**src/rtl/core/circular_deque_assert.svh**
```systemverilog
// ----------------------------------------------------------------------------
// circular deque assertion macros
// shared property wrappers for the deque controller and datapath
// ----------------------------------------------------------------------------
`ifndef CIRCULAR_DEQUE_ASSERT_SVH
`define CIRCULAR_DEQUE_ASSERT_SVH

// same-cycle implication, disabled while reset is held
`define CDQ_ASSERT_IMP(label, clk, rst_n, ante, cons) \
    label: assert property (@(posedge clk) disable iff (!rst_n) (ante) |-> (cons)) \
        else $error("circular_deque: assertion failed");

// next-cycle implication, disabled while reset is held
`define CDQ_ASSERT_NXT(label, clk, rst_n, ante, cons) \
    label: assert property (@(posedge clk) disable iff (!rst_n) (ante) |=> (cons)) \
        else $error("circular_deque: assertion failed");

`endif

```
**src/rtl/core/cdq_pkg.sv**
```systemverilog
// ----------------------------------------------------------------------------
// cdq_pkg
// shared types and codes for the circular deque
// ----------------------------------------------------------------------------
package cdq_pkg;

    localparam int DEPTH_DEF = 8;

    localparam logic [1:0] MODE_PUSH_FRONT = 2'd0;
    localparam logic [1:0] MODE_PUSH_REAR  = 2'd1;
    localparam logic [1:0] MODE_POP_FRONT  = 2'd2;
    localparam logic [1:0] MODE_POP_REAR   = 2'd3;

    localparam logic [1:0] STATUS_DONE      = 2'd0;
    localparam logic [1:0] STATUS_OVERFLOW  = 2'd1;
    localparam logic [1:0] STATUS_UNDERFLOW = 2'd2;

    typedef enum logic [1:0] {
        ST_IDLE,
        ST_EXEC,
        ST_RESP
    } t_state;

    // controller to datapath commands
    typedef struct packed {
        logic latch;
        logic exec;
    } t_dp_cmd;

endpackage

```
**src/rtl/core/cdq_ctrl.sv**
```systemverilog
// ----------------------------------------------------------------------------
// cdq_ctrl
// request sequencer: capture, execute, then one-cycle result strobe
// ----------------------------------------------------------------------------
`include "circular_deque_assert.svh"

module cdq_ctrl (
    input  logic             i_clk,
    input  logic             i_rst_n,
    input  logic             i_start,
    output logic             o_busy,
    output logic             o_valid,
    output cdq_pkg::t_dp_cmd o_cmd
);

    cdq_pkg::t_state r_state;
    cdq_pkg::t_state n_state;

    always_ff @(posedge i_clk) begin
        if (!i_rst_n) begin
            r_state <= cdq_pkg::ST_IDLE;
        end else begin
            r_state <= n_state;
        end
    end

    always_comb begin
        n_state     = r_state;
        o_busy      = 1'b1;
        o_valid     = 1'b0;
        o_cmd.latch = 1'b0;
        o_cmd.exec  = 1'b0;
        case (r_state)
            cdq_pkg::ST_IDLE: begin
                o_busy = 1'b0;
                if (i_start) begin
                    o_cmd.latch = 1'b1;
                    n_state     = cdq_pkg::ST_EXEC;
                end
            end
            cdq_pkg::ST_EXEC: begin
                o_cmd.exec = 1'b1;
                n_state    = cdq_pkg::ST_RESP;
            end
            cdq_pkg::ST_RESP: begin
                o_valid = 1'b1;
                n_state = cdq_pkg::ST_IDLE;
            end
            default: begin
                n_state = cdq_pkg::ST_IDLE;
            end
        endcase
    end

    // every accepted request gets exactly one strobe, in the state after the execute state
    `CDQ_ASSERT_NXT(a_accept_exec, i_clk, i_rst_n, i_start && !o_busy, o_cmd.exec)
    `CDQ_ASSERT_NXT(a_exec_resp, i_clk, i_rst_n, o_cmd.exec, o_valid && o_busy)
    `CDQ_ASSERT_NXT(a_resp_idle, i_clk, i_rst_n, o_valid, !o_busy && !o_valid)

endmodule

```
**src/rtl/core/cdq_dp.sv**
```systemverilog
// ----------------------------------------------------------------------------
// cdq_dp
// ring store, front and rear indices, fill count and result registers
// ----------------------------------------------------------------------------
`include "circular_deque_assert.svh"

module cdq_dp #(
    parameter int DEPTH = cdq_pkg::DEPTH_DEF
) (
    input  logic               i_clk,
    input  logic               i_rst_n,
    input  cdq_pkg::t_dp_cmd   i_cmd,
    input  logic [1:0]         i_mode,
    input  logic signed [31:0] i_push_value,
    output logic signed [31:0] o_pop_value,
    output logic [1:0]         o_status,
    output logic [3:0]         o_occupancy
);

    localparam int AW = $clog2(DEPTH);
    localparam int CW = $clog2(DEPTH + 1);
    localparam logic [AW-1:0] LAST_IDX = AW'(DEPTH - 1);
    localparam logic [CW-1:0] FULL_CNT = CW'(DEPTH);

    logic signed [31:0] r_store [DEPTH];

    logic [1:0]         r_mode;
    logic signed [31:0] r_push_value;
    logic [AW-1:0]      r_head;
    logic [AW-1:0]      r_tail;
    logic [CW-1:0]      r_count;
    logic [1:0]         r_status;
    logic               r_pop_ok;
    logic signed [31:0] r_rd_data;

    logic [AW-1:0] n_head;
    logic [AW-1:0] n_tail;
    logic [CW-1:0] n_count;
    logic [1:0]    n_status;
    logic          n_pop_ok;
    logic          wr_en;
    logic [AW-1:0] wr_addr;
    logic [AW-1:0] rd_addr;
    logic          is_push;
    logic          is_full;
    logic          is_empty;
    logic [AW-1:0] head_inc;
    logic [AW-1:0] head_dec;
    logic [AW-1:0] tail_inc;
    logic [AW-1:0] tail_dec;
    logic [CW+3:0] occ_ext;
    logic          uflow_chk;
    logic          oflow_chk;
    logic          uflow_seen;
    logic          oflow_seen;

    assign is_push  = (r_mode == cdq_pkg::MODE_PUSH_FRONT) ||
                      (r_mode == cdq_pkg::MODE_PUSH_REAR);
    assign is_full  = (r_count == FULL_CNT);
    assign is_empty = (r_count == '0);
    assign head_inc = (r_head == LAST_IDX) ? '0 : r_head + AW'(1);
    assign head_dec = (r_head == '0) ? LAST_IDX : r_head - AW'(1);
    assign tail_inc = (r_tail == LAST_IDX) ? '0 : r_tail + AW'(1);
    assign tail_dec = (r_tail == '0) ? LAST_IDX : r_tail - AW'(1);

    always_comb begin
        n_head   = r_head;
        n_tail   = r_tail;
        n_count  = r_count;
        n_status = cdq_pkg::STATUS_DONE;
        n_pop_ok = 1'b0;
        wr_en    = 1'b0;
        wr_addr  = '0;
        rd_addr  = r_head;
        case (r_mode)
            cdq_pkg::MODE_PUSH_FRONT, cdq_pkg::MODE_PUSH_REAR: begin
                if (is_full) begin
                    n_status = cdq_pkg::STATUS_OVERFLOW;
                end else if (is_empty) begin
                    // first entry always lands at slot zero
                    n_head  = '0;
                    n_tail  = '0;
                    wr_en   = 1'b1;
                    wr_addr = '0;
                    n_count = r_count + CW'(1);
                end else if (r_mode == cdq_pkg::MODE_PUSH_FRONT) begin
                    n_head  = head_dec;
                    wr_en   = 1'b1;
                    wr_addr = head_dec;
                    n_count = r_count + CW'(1);
                end else begin
                    n_tail  = tail_inc;
                    wr_en   = 1'b1;
                    wr_addr = tail_inc;
                    n_count = r_count + CW'(1);
                end
            end
            cdq_pkg::MODE_POP_FRONT: begin
                rd_addr = r_head;
                if (is_empty) begin
                    n_status = cdq_pkg::STATUS_UNDERFLOW;
                end else begin
                    n_pop_ok = 1'b1;
                    n_count  = r_count - CW'(1);
                    if (r_head == r_tail) begin
                        n_head = '0;
                        n_tail = '0;
                    end else begin
                        n_head = head_inc;
                    end
                end
            end
            cdq_pkg::MODE_POP_REAR: begin
                rd_addr = r_tail;
                if (is_empty) begin
                    n_status = cdq_pkg::STATUS_UNDERFLOW;
                end else begin
                    n_pop_ok = 1'b1;
                    n_count  = r_count - CW'(1);
                    if (r_head == r_tail) begin
                        n_head = '0;
                        n_tail = '0;
                    end else begin
                        n_tail = tail_dec;
                    end
                end
            end
            default: begin
                n_status = cdq_pkg::STATUS_DONE;
            end
        endcase
    end

    // request capture
    always_ff @(posedge i_clk) begin
        if (i_cmd.latch) begin
            r_mode       <= i_mode;
            r_push_value <= i_push_value;
        end
    end

    always_ff @(posedge i_clk) begin
        if (!i_rst_n) begin
            r_head  <= '0;
            r_tail  <= '0;
            r_count <= '0;
        end else if (i_cmd.exec) begin
            r_head  <= n_head;
            r_tail  <= n_tail;
            r_count <= n_count;
        end
    end

    always_ff @(posedge i_clk) begin
        if (i_cmd.exec) begin
            r_status <= n_status;
            r_pop_ok <= n_pop_ok;
        end
    end

    // ring store: one write port, one registered read port
    always_ff @(posedge i_clk) begin
        if (i_cmd.exec && wr_en) begin
            r_store[wr_addr] <= r_push_value;
        end
    end

    always_ff @(posedge i_clk) begin
        if (i_cmd.exec) begin
            r_rd_data <= r_store[rd_addr];
        end
    end

    assign occ_ext     = {4'b0000, r_count};
    assign o_occupancy = occ_ext[3:0];
    assign o_status    = r_status;
    assign o_pop_value = r_pop_ok ? r_rd_data : 32'sd0;

    assign uflow_chk  = i_cmd.exec && !is_push && is_empty;
    assign oflow_chk  = i_cmd.exec && is_push && is_full;
    assign uflow_seen = (r_status == cdq_pkg::STATUS_UNDERFLOW) && (r_count == '0);
    assign oflow_seen = (r_status == cdq_pkg::STATUS_OVERFLOW) && (r_count == FULL_CNT);

    `CDQ_ASSERT_IMP(a_count_range, i_clk, i_rst_n, 1'b1, r_count <= FULL_CNT)
    `CDQ_ASSERT_NXT(a_underflow, i_clk, i_rst_n, uflow_chk, uflow_seen)
    `CDQ_ASSERT_NXT(a_overflow_hold, i_clk, i_rst_n, oflow_chk, oflow_seen && $stable(r_head))

endmodule

```
**src/rtl/core/circular_deque.sv**
```systemverilog
// the result strobe is given in the response state, which follows the execute state
// new requests wait for the capture/execute/strobe controller: busy is high in its execute and strobe states
// the store read is registered in the execute cycle and shown in the strobe cycle
// reset (synchronous, active low) empties the deque; store contents are not cleared
// the receiver cannot stall: each result is valid for exactly one cycle
// ----------------------------------------------------------------------------
// circular_deque
// fixed-depth ring-buffer double-ended queue with push/pop at both ends
// ----------------------------------------------------------------------------
module circular_deque #(
    parameter int DEPTH = cdq_pkg::DEPTH_DEF
) (
    input  logic               i_clk,
    input  logic               i_rst_n,
    input  logic               start,
    output logic               busy,
    input  logic [1:0]         i_mode,
    input  logic signed [31:0] i_push_value,
    output logic               o_valid,
    output logic signed [31:0] o_pop_value,
    output logic [1:0]         o_status,
    output logic [3:0]         o_occupancy
);

    cdq_pkg::t_dp_cmd cmd;

    cdq_ctrl u_ctrl (
        .i_clk   (i_clk),
        .i_rst_n (i_rst_n),
        .i_start (start),
        .o_busy  (busy),
        .o_valid (o_valid),
        .o_cmd   (cmd)
    );

    cdq_dp #(
        .DEPTH (DEPTH)
    ) u_dp (
        .i_clk        (i_clk),
        .i_rst_n      (i_rst_n),
        .i_cmd        (cmd),
        .i_mode       (i_mode),
        .i_push_value (i_push_value),
        .o_pop_value  (o_pop_value),
        .o_status     (o_status),
        .o_occupancy  (o_occupancy)
    );

endmodule
```
**config.mk**
```make
export PLATFORM = sky130hd
export DESIGN_NAME = circular_deque
export DESIGN_NICKNAME = d
export VERILOG_FILES = /design/src/rtl/core/cdq_pkg.sv /design/src/rtl/core/cdq_ctrl.sv /design/src/rtl/core/cdq_dp.sv /design/src/rtl/core/circular_deque.sv
export VERILOG_INCLUDE_DIRS = /design/src /design/src/rtl/core
export SDC_FILE = /design/constraint.sdc
export NUM_CORES = 1
export LEC_CHECK = 0
export ABC_AREA = 1
export BUFFER_PORTS_ARGS = -buffer_cell sky130_fd_sc_hd__buf_4
export CAP_MARGIN = 40
export CORE_MARGIN = 10
export CORE_UTILIZATION = 45
export DETAILED_ROUTE_END_ITERATION = 12
export SETUP_SLACK_MARGIN = 0.4
export SLEW_MARGIN = 15
export SYNTH_ARGS = -nofsm -noshare
export SYNTH_HDL_FRONTEND = slang
export SYNTH_SLANG_ARGS = --single-unit
```
**constraint.sdc**
```tcl
create_clock -name i_clk -period 8.4 [get_ports i_clk]
set_clock_uncertainty 0.15 [all_clocks]
set_input_delay 1.68 -clock i_clk [delete_from_list [all_inputs] [get_ports i_clk]]
set_output_delay 1.68 -clock i_clk [all_outputs]
set_load 0.01 [all_outputs]
```
* Yosys cells after proc, flatten, opt, wreduce, memory -nomap -nowiden
Memory sizes are Yosys's and may differ from the RTL's. A register that Yosys moved wholly into a read port is not among the register bits.
Index checks and enable logic that the tools add are counted.
** Operators by class
- $add $sub $neg :: 6
- Multiply operators :: 0
- Divide/modulo/power cells :: 0
- Magnitude comparators :: 0
- Eq/ne operators :: 18
- Shifts and indexed selects :: 0
- Mux-type cells :: 42
- Bitwise gates (word level) :: 0
- Reduce and logical (&&, ||, !) cells :: 11
** Operators with widths (count)
- 3-bit 2-to-1 mux :: 21
- 32-bit 2-to-1 mux :: 1
- 3-bit case mux with 3 select lines :: 2
- 6-bit AND reduction :: 2
- 1-bit 2-to-1 mux :: 11
- 2-bit != test, second input constant :: 5
- 4-bit 2-to-1 mux :: 2
- 2-bit case mux with 2 select lines :: 2
- 4-bit case mux with 2 select lines :: 1
- 3-bit by 1-bit adder with 3-bit output, second input constant :: 2
- 2-bit == test, second input constant :: 3
- 3-bit == test, second input constant :: 2
- 3-bit zero test :: 2
- 3-bit by 1-bit subtractor with 3-bit output, second input constant :: 2
- 4-bit by 1-bit adder with 4-bit output, second input constant :: 1
- 2-bit by 1-bit == test with 1-bit output, second input constant :: 2
- 4-bit == test, second input constant :: 1
- 2-bit zero test :: 2
- 4-bit zero test :: 1
- 2-bit 2-to-1 mux :: 2
- 2-bit by 1-bit != test with 1-bit output, second input constant :: 2
- 2-bit OR reduction :: 2
- 4-bit by 1-bit subtractor with 4-bit output, second input constant :: 1
- 3-bit == test :: 1
- 4 further kinds :: 4
** Word-level totals
- Register bits after elaboration :: 49
- Latch bits :: 0
- RAM bits :: 256
- ROM bits :: 0
- Input bits :: 37
- Output and inout bits :: 40
- Word-level logic and storage cells :: 86
- Memories kept :: 1
** Memories
- u_dp.r_store :: words 8, width 32, read ports 1, clocked after memory_dff 1, write ports 1, RTL line cdq_dp.sv:25 : logic signed [31:0] r_store [DEPTH];

* Longest topological paths before layout
- Word-level depth :: 6
- Depth in mapped cells :: 10
- Gate-level depth less buffers :: 9

* By module
Synthesis repeated with hierarchy kept, for this count alone.
** Unflattened totals
- Cell total of the unflattened synthesis :: 1396
- Area total of the unflattened synthesis :: 14422.6 um2
** By module, submodules not included
- cdq_dp :: times used 1, cells each 1382, area an instance 14327.5 um2, seq. area each 9959.6 um2
- cdq_ctrl :: times used 1, cells each 14, area an instance 95.1 um2, seq. area each 40.0 um2

* Worst setup path after synthesis
No wires, ideal clock.
- Path kind :: flip-flop to flip-flop
- Start point :: register u_ctrl.r_state[0]
- End point :: memory u_dp.r_store[0][0], enable pin
- Setup time :: 0.421 ns
- Arrival time :: 3.805 ns
- Slack :: 4.023 ns
- Cell stages (with the launch flop) :: 7
- Period minus slack after synthesis :: 4.377 ns
- Cells stage by stage :: dfxtp_1 -> inv_1 -> nor2_1 -> inv_1 -> nor2_1 -> o21ai_0 -> nor2_1
** Between the ends
- Word-level cells in the longest chain between the ends :: 5
** Ends and longest elaborated chain
- from (decl) :: RTL line cdq_ctrl.sv:16 : cdq_pkg::t_state r_state;
- from (signal assigned) :: RTL line cdq_ctrl.sv:21 : r_state <= cdq_pkg::ST_IDLE;
- from (signal assigned) :: RTL line cdq_ctrl.sv:23 : r_state <= n_state;
- 2-bit by 1-bit == test with 1-bit output :: RTL line cdq_ctrl.sv:33 : case (r_state)
- 1-bit 2-to-1 mux :: RTL line cdq_ctrl.sv:33
- 1-bit logical AND :: RTL line cdq_dp.sv:163 : if (i_cmd.exec && wr_en) begin
- 1-bit 2-to-1 mux :: RTL line cdq_dp.sv:163
- 1-bit 2-to-1 mux (not written as such) :: RTL line cdq_dp.sv:164 : r_store[wr_addr] <= r_push_value;
- to (decl) :: RTL line cdq_dp.sv:25
Every way passes these cells.

* Worst setup path after layout
- Start point :: register u_dp.r_pop_ok
- End point :: output port o_pop_value[5]
** Between the ends
- Word-level cells in the longest chain between the ends :: 1
** Ends and longest elaborated chain
- from (decl) :: RTL line cdq_dp.sv:33 : logic r_pop_ok;
- from (signal assigned) :: RTL line cdq_dp.sv:157 : r_pop_ok <= n_pop_ok;
- 32-bit 2-to-1 mux :: RTL line cdq_dp.sv:177 : assign o_pop_value = r_pop_ok ? r_rd_data : 32'sd0;
- to (decl) :: RTL line circular_deque.sv:20 : output logic signed [31:0] o_pop_value,
Every way passes these cells.

==> metrics.log <==
INFO  metric worstMarginPinSlew = 0.785 ns
INFO  metric synth_to_layout_area_growth = 15.9%
INFO  metric max-slew-margin-rel = between 40% and 50%
INFO  metric start_util = a little under half
INFO  metric final.fill_count = ~2800
INFO  metric critical_path_arrival = around 1.9 ns
INFO  metric drv.max_cap_violation_count = 0
INFO  metric critical-path-max-stage-delay = approximately 0.66 ns
INFO  metric timing.final.hold_violations = 0
INFO  metric route.vias.total = between 8000 and 9000
INFO  metric total_leakage_power = 7.34 nW
INFO  metric cts.sink_count = 337
INFO  metric synth-edff-count = around 330
INFO  metric run_status = finished, final reports clean
INFO  metric grt_pass1_vias = ~8600
INFO  metric antenna_found_initial = 0
INFO  metric period_needed = about 3.7 ns
INFO  metric core-area = between 30000 and 40000 um^2
INFO  metric detailedRoute.firstIterationViolations = 557
INFO  metric end_kind = output port
INFO  metric all_layer_gr_usage = 15.2%
INFO  metric hp-class = register to register
INFO  metric synth.yosys.seq_area_share = a little over two thirds
INFO  metric clk-insertion-delay-late = 0.51 ns
INFO  metric h-tree-depth = 2
INFO  metric cts_post_setup_buffers_inserted = 0
INFO  metric setup_repair_after_global_routing_missed_its_margin = false
INFO  metric grt_start_max_net_pins = 72
INFO  metric tritoncts_clock_tree = done
INFO  metric design.die.area = 39600 um^2
INFO  metric synth_area = ~14000 um^2
INFO  metric global_route_wire_length_before_repair = between 40000 and 50000 um
INFO  metric drcViolationCount = 0
INFO  metric firstDrtPassIters = 7
INFO  metric postSynth.asyncResetShare = 0%
INFO  metric fin_setup_tns = 0 ns
INFO  metric netlist_instances = 1395
INFO  metric setup_viol_count_final = 0
INFO  metric portBuffers = 76
INFO  metric synth.top_cells.by_area = sky130_fd_sc_hd__edfxtp_1 68%, sky130_fd_sc_hd__nand2_1 10%, sky130_fd_sc_hd__inv_1 8.1%
INFO  metric clk_pin_slew_worst_paths = 0.06 ns
INFO  metric critical_path.cell_chain = buf_4, nand2_1, inv_1, buf_4
INFO  metric holdBufCountCts = 0
INFO  metric criticalPathCategory = register to output port
INFO  metric synth.distinct_cells = 22
INFO  metric wl = roughly 30000 um
INFO  metric most_frequent_cell_on_the_critical_path = sky130_fd_sc_hd__buf_4
INFO  metric grt.overflow.total = 0
INFO  metric report.final.slew_viol_count = 0
INFO  metric power.density = approximately 220 nW/um^2
INFO  metric ctsResizeCount = 0
INFO  metric clock_tree.buffer_depth = 3
INFO  metric vdd_ir_drop_max = ~0.13 mV
INFO  metric ys_seq_elements = ~340
INFO  metric cts_made_buffers = 37
INFO  metric placement_rows = 65
INFO  metric diodes = 0
INFO  metric synth.avg_cell_area = 10.3 um^2
INFO  metric die_height = 199 um
INFO  metric dp.cells = about 1800
INFO  metric worstSetupStartpointType = register
INFO  metric synth.net_count = between 1000 and 1500
INFO  metric detail_route.vias_per_cell = 4.68
INFO  metric cts_root_buffer = sky130_fd_sc_hd__clkbuf_16
INFO  metric postLayoutCoreUtil = ~53%
INFO  metric ys_dominant_reg_cell = sky130_fd_sc_hd__edfxtp_1
INFO  metric finalNetCount = roughly 1500
INFO  metric synth_largest_type_area_fraction = 67.8%
INFO  metric synth.largest_area_cell = sky130_fd_sc_hd__edfxtp_1
INFO  metric slowest_stage = sky130_fd_sc_hd__edfxtp_1
INFO  metric crit_required = about 6.6 ns
INFO  metric synth-warning-count = 0
INFO  metric route.detailed.wl_per_inst = 15.5 um
INFO  metric fmax = ~0.27 GHz
INFO  metric detail-route-antenna-nets = 0
INFO  metric final.period_utilization = 44.6%
INFO  metric finish.cell_count_without_fillers = ~1900
INFO  metric die_w = ~200 um
INFO  metric gp_congestion = ~0.8
INFO  metric worstPathMaxFanout = 21
INFO  metric hpwlAfterDp = ~16000 um
INFO  metric post_route_cells_drive_above_1_share = 11.0%
INFO  metric num_io_pins = 77
[power breakdown]
part	internal (mW)	total [mW]	switching [mW]
sequential	1.90	1.93	0.0336
clock	0.873	1.49	0.612
combinational	0.111	0.313	0.202
[final cells by class]
class / count / area (um^2) / area share [%]
timing repair buffer: 97 / 778 / 4.66
clock inverter: 20 / 120 / 0.720
sequential: 337 / 10000 / 59.9
multi-input combinational: 692 / 3110 / 18.6
inverter: 314 / 1180 / 7.06
tap: 402 / 503 / 3.01
clock buffer: 45 / 998 / 5.98
[registers in the layout, summed over array words and instances, names as in the netlist]
signal and count:
u_dp.r_store 256, u_dp.r_push_value 32, u_dp.r_rd_data 32, u_dp.o_occupancy 4, u_dp.r_head 3, u_dp.r_tail 3
u_ctrl.r_state 2, u_dp.o_status 2, u_dp.r_mode 2, u_dp.r_pop_ok 1
[stage by stage]
step / setup WS [ns] / area [um^2] / total power [mW] / hold WS [ns]
floorplan: 4.02 / 14400 / 2.17 / 0.378
global placement: 5.00 / 15500 / 2.27 / 0.381
detailed placement: 4.91 / 15500 / 2.28 / 0.386
CTS: 4.59 / 16700 / 3.76 / 0.394
global route: 4.51 / 16700 / 3.89 / 0.429
finish: 4.65 / 16700 / 3.73 / 0.389
[synthesized netlist by cell type, types with 5 or more instances]
library cell,number
sky130_fd_sc_hd__edfxtp_1,325
sky130_fd_sc_hd__o21ai_1,66
sky130_fd_sc_hd__clkbuf_1,28
sky130_fd_sc_hd__inv_1,312
sky130_fd_sc_hd__nor2_1,74
sky130_fd_sc_hd__xnor2_1,5
sky130_fd_sc_hd__ha_1,10
sky130_fd_sc_hd__buf_2,23
sky130_fd_sc_hd__o21ai_0,8
sky130_fd_sc_hd__nand3_1,114
sky130_fd_sc_hd__nand2_1,401
sky130_fd_sc_hd__dfxtp_1,12
[final timing paths]
kind,start,to,slack (ns),depth (start not counted)
setup / recovery,u_dp.r_pop_ok,o_pop_value[5],4.65,4
hold / removal,u_dp.o_occupancy[2],u_dp.o_occupancy[2],0.39,2
hold reg to reg,u_dp.o_occupancy[2],u_dp.o_occupancy[2],0.39,2
setup reg to reg,u_dp.r_mode[1],u_dp.r_rd_data[0],5.11,11
[kinds of logic after synthesis]
family                     synth area share (%)
AOI/OAI and AO/OA                          2.88
xor gates and xnor gates                  0.426
adders and majority gates                  1.01
buffers and inverters                      9.76
DFF                                        69.4
and+or+nand+nor                            16.5
[worst max-delay path: cells and delay by family, from the launching register on]
kind                   cells  cell delay (ns)
buffers and inverters      3             0.59
flip-flops                 1             0.66
AND/OR/NAND/NOR            1             0.16
[metal layers]
layer | track usage [%] | vias up | wire length (um)
met5 | 0 | - | 0
met1 | 18.8 | 4155 | 13200
li1 | - | 4554 | -
met4 | 4.55 | 0 | 678
met2 | 26.9 | 159 | 14500
met3 | 2.52 | 50 | 1200
[cells in the final DEF (no fill, tap or decap), drive strengths merged]
cell type and instances:
clkbuf 45, o21ai 76, clkinvlp 1, or2 1, nor3 2, fa 1, xnor2 5, clkinv 17
a21oi 4, ha 10, nand2 402, nor2 74, xor2 2, bufinv 1, nand3 114, dfxtp 12
edfxtp 325, buf 97, o21a 1, inv 315
Note: power is estimated with default switching activity, not from simulation.
